<file path="config.mk">
export PLATFORM = sky130hd
export DESIGN_NAME = rgbbm_step
export DESIGN_NICKNAME = d
export VERILOG_FILES = /design/src/sv/assert_macros.svh /design/src/sv/rgbbm_pkg.sv /design/src/sv/rgbbm_step.sv
export SDC_FILE = /design/constraint.sdc
export NUM_CORES = 1
export LEC_CHECK = 0
export BUFFER_PORTS_ARGS = -buffer_cell sky130_fd_sc_hd__buf_2
export CORE_UTILIZATION = 53
export DETAILED_ROUTE_END_ITERATION = 10
export GPL_TIMING_DRIVEN = 0
export MAX_ROUTING_LAYER = met4
export PLACE_DENSITY = 0.91
export REMOVE_ABC_BUFFERS = 1
export SLEW_MARGIN = 20
export SYNTH_ARGS = -nofsm -noshare
export SYNTH_HDL_FRONTEND = slang
export SYNTH_SLANG_ARGS = --single-unit
</file>
<file path="constraint.sdc">
create_clock -name vclk -period 4.6
set_clock_uncertainty 0.05 [all_clocks]
set_input_delay 0.23 -clock vclk [all_inputs]
set_output_delay 0.23 -clock vclk [all_outputs]
set_load 0.05 [all_outputs]
</file>
<file path="src/sv/assert_macros.svh">
// ----------------------------------------------------------------------------
// assert_macros.svh
// Concurrent assertion helpers, clocked on clk, disabled during rst_n low.
// ----------------------------------------------------------------------------
`ifndef ASSERT_MACROS_SVH
`define ASSERT_MACROS_SVH

// consequent checked in the same cycle
`define RGBBM_ASSERT_NOW(lbl, ante, cons, msg) \
  lbl: assert property (@(posedge clk) disable iff (!rst_n) (ante) |-> (cons)) \
    else $error(msg);

// consequent checked in the next cycle
`define RGBBM_ASSERT_NEXT(lbl, ante, cons, msg) \
  lbl: assert property (@(posedge clk) disable iff (!rst_n) (ante) |=> (cons)) \
    else $error(msg);

`endif

</file>
<file path="src/sv/rgbbm_pkg.sv">
// ----------------------------------------------------------------------------
// rgbbm_pkg
// Types and constants shared by the RGB breathing mode controller.
// ----------------------------------------------------------------------------
`timescale 1ns / 1ps

package rgbbm_pkg;

  localparam int unsigned DUTY_W  = 8;
  localparam int unsigned MODE_W  = 4;
  localparam int unsigned BTN_W   = 2;
  localparam int unsigned CFG_A_W = 8;

  localparam logic [BTN_W-1:0]   BTN_RELEASED = 2'd0;
  localparam logic [BTN_W-1:0]   BTN_PRESSED  = 2'd2;

  localparam logic [MODE_W-1:0]  MODE_OFF       = 4'd0;
  localparam logic [MODE_W-1:0]  MODE_AMBER_LO  = 4'd2;
  localparam logic [MODE_W-1:0]  MODE_AMBER_HI  = 4'd3;
  localparam logic [MODE_W-1:0]  MODE_BLUE_HI   = 4'd5;
  localparam logic [MODE_W-1:0]  MODE_GREEN_HI  = 4'd7;
  localparam logic [MODE_W-1:0]  MODE_LAST      = 4'd9;

  localparam logic [DUTY_W-1:0]  LEVEL_MAX      = 8'd255;
  localparam logic [DUTY_W-1:0]  FADE_TOP_RST   = 8'd255;
  localparam logic [DUTY_W-1:0]  AMBER_CAP_RST  = 8'd191;

  localparam logic [CFG_A_W-1:0] REG_FADE_TOP   = 8'd0;
  localparam logic [CFG_A_W-1:0] REG_AMBER_CAP  = 8'd1;

  typedef struct packed {
    logic [MODE_W-1:0] mode;
    logic [DUTY_W-1:0] level;
    logic              falling;
  } rgbbm_state_t;

  typedef struct packed {
    logic [DUTY_W-1:0] red_duty;
    logic [DUTY_W-1:0] green_duty;
    logic [DUTY_W-1:0] blue_duty;
    logic [MODE_W-1:0] mode_now;
  } rgbbm_result_t;

  typedef struct packed {
    logic [BTN_W-1:0] button_status;
    logic             enable;
  } rgbbm_tick_t;

endpackage

</file>
<file path="src/sv/rgbbm_step.sv">
// ----------------------------------------------------------------------------
// rgbbm_step
// One tick of mode sequencing, duty selection and breathing ramp.
// ----------------------------------------------------------------------------
`timescale 1ns / 1ps

module rgbbm_step
  import rgbbm_pkg::*;
(
  input  rgbbm_state_t      state_cur,
  input  rgbbm_tick_t       tick,
  input  logic [DUTY_W-1:0] fade_top,
  input  logic [DUTY_W-1:0] amber_cap,
  output rgbbm_state_t      state_nxt,
  output rgbbm_result_t     result
);

  logic [MODE_W-1:0] mode;
  logic [MODE_W-1:0] mode_nxt;
  logic [DUTY_W-1:0] lv;
  logic [DUTY_W-1:0] lv_nxt;
  logic [DUTY_W-1:0] amber_g;
  logic              turn;

  assign mode    = (state_cur.mode > MODE_LAST) ? MODE_OFF : state_cur.mode;
  assign lv      = state_cur.level;
  assign amber_g = (lv < amber_cap) ? lv : amber_cap;

  always_comb begin
    if (state_cur.falling) begin
      lv_nxt = (lv != '0) ? lv - 8'd1 : lv;
    end else begin
      lv_nxt = (lv != LEVEL_MAX) ? lv + 8'd1 : lv;
    end
  end

  assign turn = (lv_nxt == '0) || (lv_nxt >= fade_top);

  always_comb begin
    if (!mode[0]) begin
      mode_nxt = (tick.button_status == BTN_PRESSED) ? mode + 4'd1 : mode;
    end else if (tick.button_status == BTN_RELEASED) begin
      mode_nxt = (mode >= MODE_LAST) ? MODE_OFF : mode + 4'd1;
    end else begin
      mode_nxt = mode;
    end
  end

  always_comb begin
    state_nxt         = state_cur;
    result            = '0;
    if (!tick.enable) begin
      state_nxt.mode  = MODE_OFF;
    end else begin
      state_nxt.mode  = mode_nxt;
      if (mode >= MODE_AMBER_LO) begin
        state_nxt.level   = lv_nxt;
        state_nxt.falling = state_cur.falling ^ turn;
        if (mode <= MODE_AMBER_HI) begin
          result.red_duty   = lv;
          result.green_duty = amber_g;
        end else if (mode <= MODE_BLUE_HI) begin
          result.blue_duty  = lv;
        end else if (mode <= MODE_GREEN_HI) begin
          result.green_duty = lv;
        end else begin
          result.red_duty   = lv;
        end
      end
    end
    result.mode_now = state_nxt.mode;
  end

endmodule

</file>
==> impl_metrics.py <==
metrics = {
    "route": {
        "remaining_drc_errors": 0,
        "drt-wirelength-per-cell_um": 12.9,
        "detail_route.iter0.violations": 43,
        "routed_wl_mm": 3.87,
        "vias_per_cell": 5.85,
        "vias": 1754,
        "ant_nets": 0,
        "drt_pass1_iterations": 4,
    },
    "placement": {
        "gp_routability_congestion": 0.904,
        "placed_area_mm2": 0.00176,
        "port_buffers": 73,
        "dpl_worst_slack_ps": 1140,
        "dpl.hpwl_mm": 3.08,
    },
    "cells_and_area": {
        "seq_area_um2": 0,
        "nets": 326,
        "seq_cell_count": 0,
        "antenna_cells": 0,
        "syn2layout_area_growth_pct": 23.0,
        "nClkBuffers": 0,
        "design_area_mm2": 0.00178,
        "drive_gt1_share_pct": 32.2,
    },
    "sta": {
        "setup_violations": 0,
        "fmax_mhz": 288,
        "setup_tns_ps": 0,
        "finalHoldViolations": 0,
        "rsz0062_at_grt": "false",
        "fin_crit_ps": 3470,
        "drv_slew": 0,
        "slew_headroom_pct": 32.3,
        "fin_ws_ps": 1130,
        "tightest_slew_ps": 1010,
        "period_share_pct": 75.4,
    },
    "synthesis": {
        "syn_avg_cell_area_um2": 6.78,
        "synth_area_leaders": "ha_1, and3_1, inv_1, a22o_1, mux2_2",
        "synth_seq_area_share_pct": 0,
        "ys_top_cells_by_count": "ha_1, inv_1, nor2_1",
        "yosys.area.top_type": "ha_1",
        "syn_inst": 213,
        "ys_types": 50,
        "yosys_warnings": 0,
        "synth_top_cell_area_share_pct": 19.1,
        "synth.cell_area_mm2": 0.00144,
    },
    "worst_setup_path": {
        "crit_arrival_ps": 3190,
        "crit_required_ps": 4320,
        "critPathKind": "input pin to primary output",
        "critPathTopFamily": "simple AND/OR/NAND/NOR gates",
        "cp-start-kind": "input pin",
        "crit_top_cell": "buf_2",
        "critPathMaxStageDelay_ps": 580,
        "critPathBufInv": 2,
        "cp_max_fo": 13,
        "critPathCaptureType": "primary output",
        "path_cells": "buf_2 -> or4_4 -> nor3_1 -> mux2i_1 -> xnor2_1 -> ha_1 -> nand2b_1 -> a21o_1 -> a211oi_1 -> o21ai_0 -> nand2_1 -> o41ai_2 -> xor2_1 -> buf_2",
        "cp_slowest_cell": "or4_4",
    },
    "global_routing": {
        "grt_pass1_vias": 1331,
        "grt_max_degree": 20,
        "grt_overflow_total": 0,
        "antenna_found_initial": 0,
        "grt_use_total_pct": 25.9,
        "grt_first_pass_wirelength_mm": 5.63,
    },
    "power_and_ir_drop": {
        "power.total_uw": 240,
        "powerDensity_mw_per_mm2": 135,
        "p_leak_uw": 0.00103,
        "peakVddDrop_mv": 0.0925,
    },
    "floorplan": {
        "die_h_um": 54.2,
        "start_util_pct": 57.2,
        "dieArea_mm2": 0.00294,
        "num_io_pins": 73,
        "core_area_mm2": 0.00252,
        "row_count": 18,
        "fp.dieW_um": 54.2,
    },
    "run": {
        "cap_viol_max_count": 0,
    },
    "clock_network": {
        "cts_resized": 0,
        "hold_buffers": 0,
        "cts_setup_buffers": 0,
    },
    "outcome": {
        "status": "complete, no violations",
    },
    "hold_path": {
        "min_path_type": "input pin to primary output",
    },
}
==> metrics by stage <==
step	cells	util (%)	hold WS, ps
6_report	300	70.4	861
3_3_place_gp	300	69.9	855
4_1_cts	300	69.9	860
2_1_floorplan	197	-	675
5_1_grt	300	70.4	871
3_5_place_dp	300	69.9	854
==> final timing paths <==
check | from | to | slack [ps] | depth (start not counted)
hold / removal | amber_cap[2] | result[14] | 860 | 3
setup / recovery | state_cur[5] | state_nxt[0] | 1130 | 14
==> metal layers <==
layer  GRT usage, %  part of all wire (%)  vias up
met4           4.70                  0.31        0
met1           34.8                    47      784
li1               -                     -      892
met2           43.3                    48       74
met5              -                     0        -
met3          0.565                   5.3        4
==> power breakdown <==
part | leakage [uW] | internal (uW) | total (uW) | switching (uW)
logic | 0.00103 | 73.1 | 240 | 167
registers | 0 | 0 | 0 | 0
clock network | 0 | 0 | 0 | 0
==> placed cells by master (no fill, tap or decap), types with 2 or more instances in the layout <==
cell	n
nor2b_1	3
xor2_1	2
o21ai_1	6
nand2_1	15
nand2b_1	4
a21o_1	4
or3_1	3
and3_1	14
nor4b_2	2
inv_1	22
xnor2_1	4
o21ai_0	8
nor2_1	17
nor4_1	2
a22o_1	8
nand4_1	2
and4_1	2
nor3_1	5
a41oi_1	2
buf_2	73
a21boi_0	2
o2111ai_1	2
mux2_2	6
mux2i_1	5
a211oi_1	3
ha_1	22
a21oi_1	9
nand3_1	4
==> final cells by class <==
class	count	area (um2)
Inverter	23	86.3
Fill cell	227	747
Timing Repair Buffer	73	365
Tap cell	30	37.5
Multi-Input combinational cell	174	1290
==> kinds of logic (layout without fill, tap and decap cells) <==
kind of cell	after synthesis	in the layout	synth area share [%]
xor+xnor	6	6	3.64
simple gates	80	80	30.2
fa+ha+maj	22	22	19.1
mux	11	11	8.15
buf+inv	39	96	11.8
compound gates	55	55	27.2
Power figures use the tool's default switching activity.
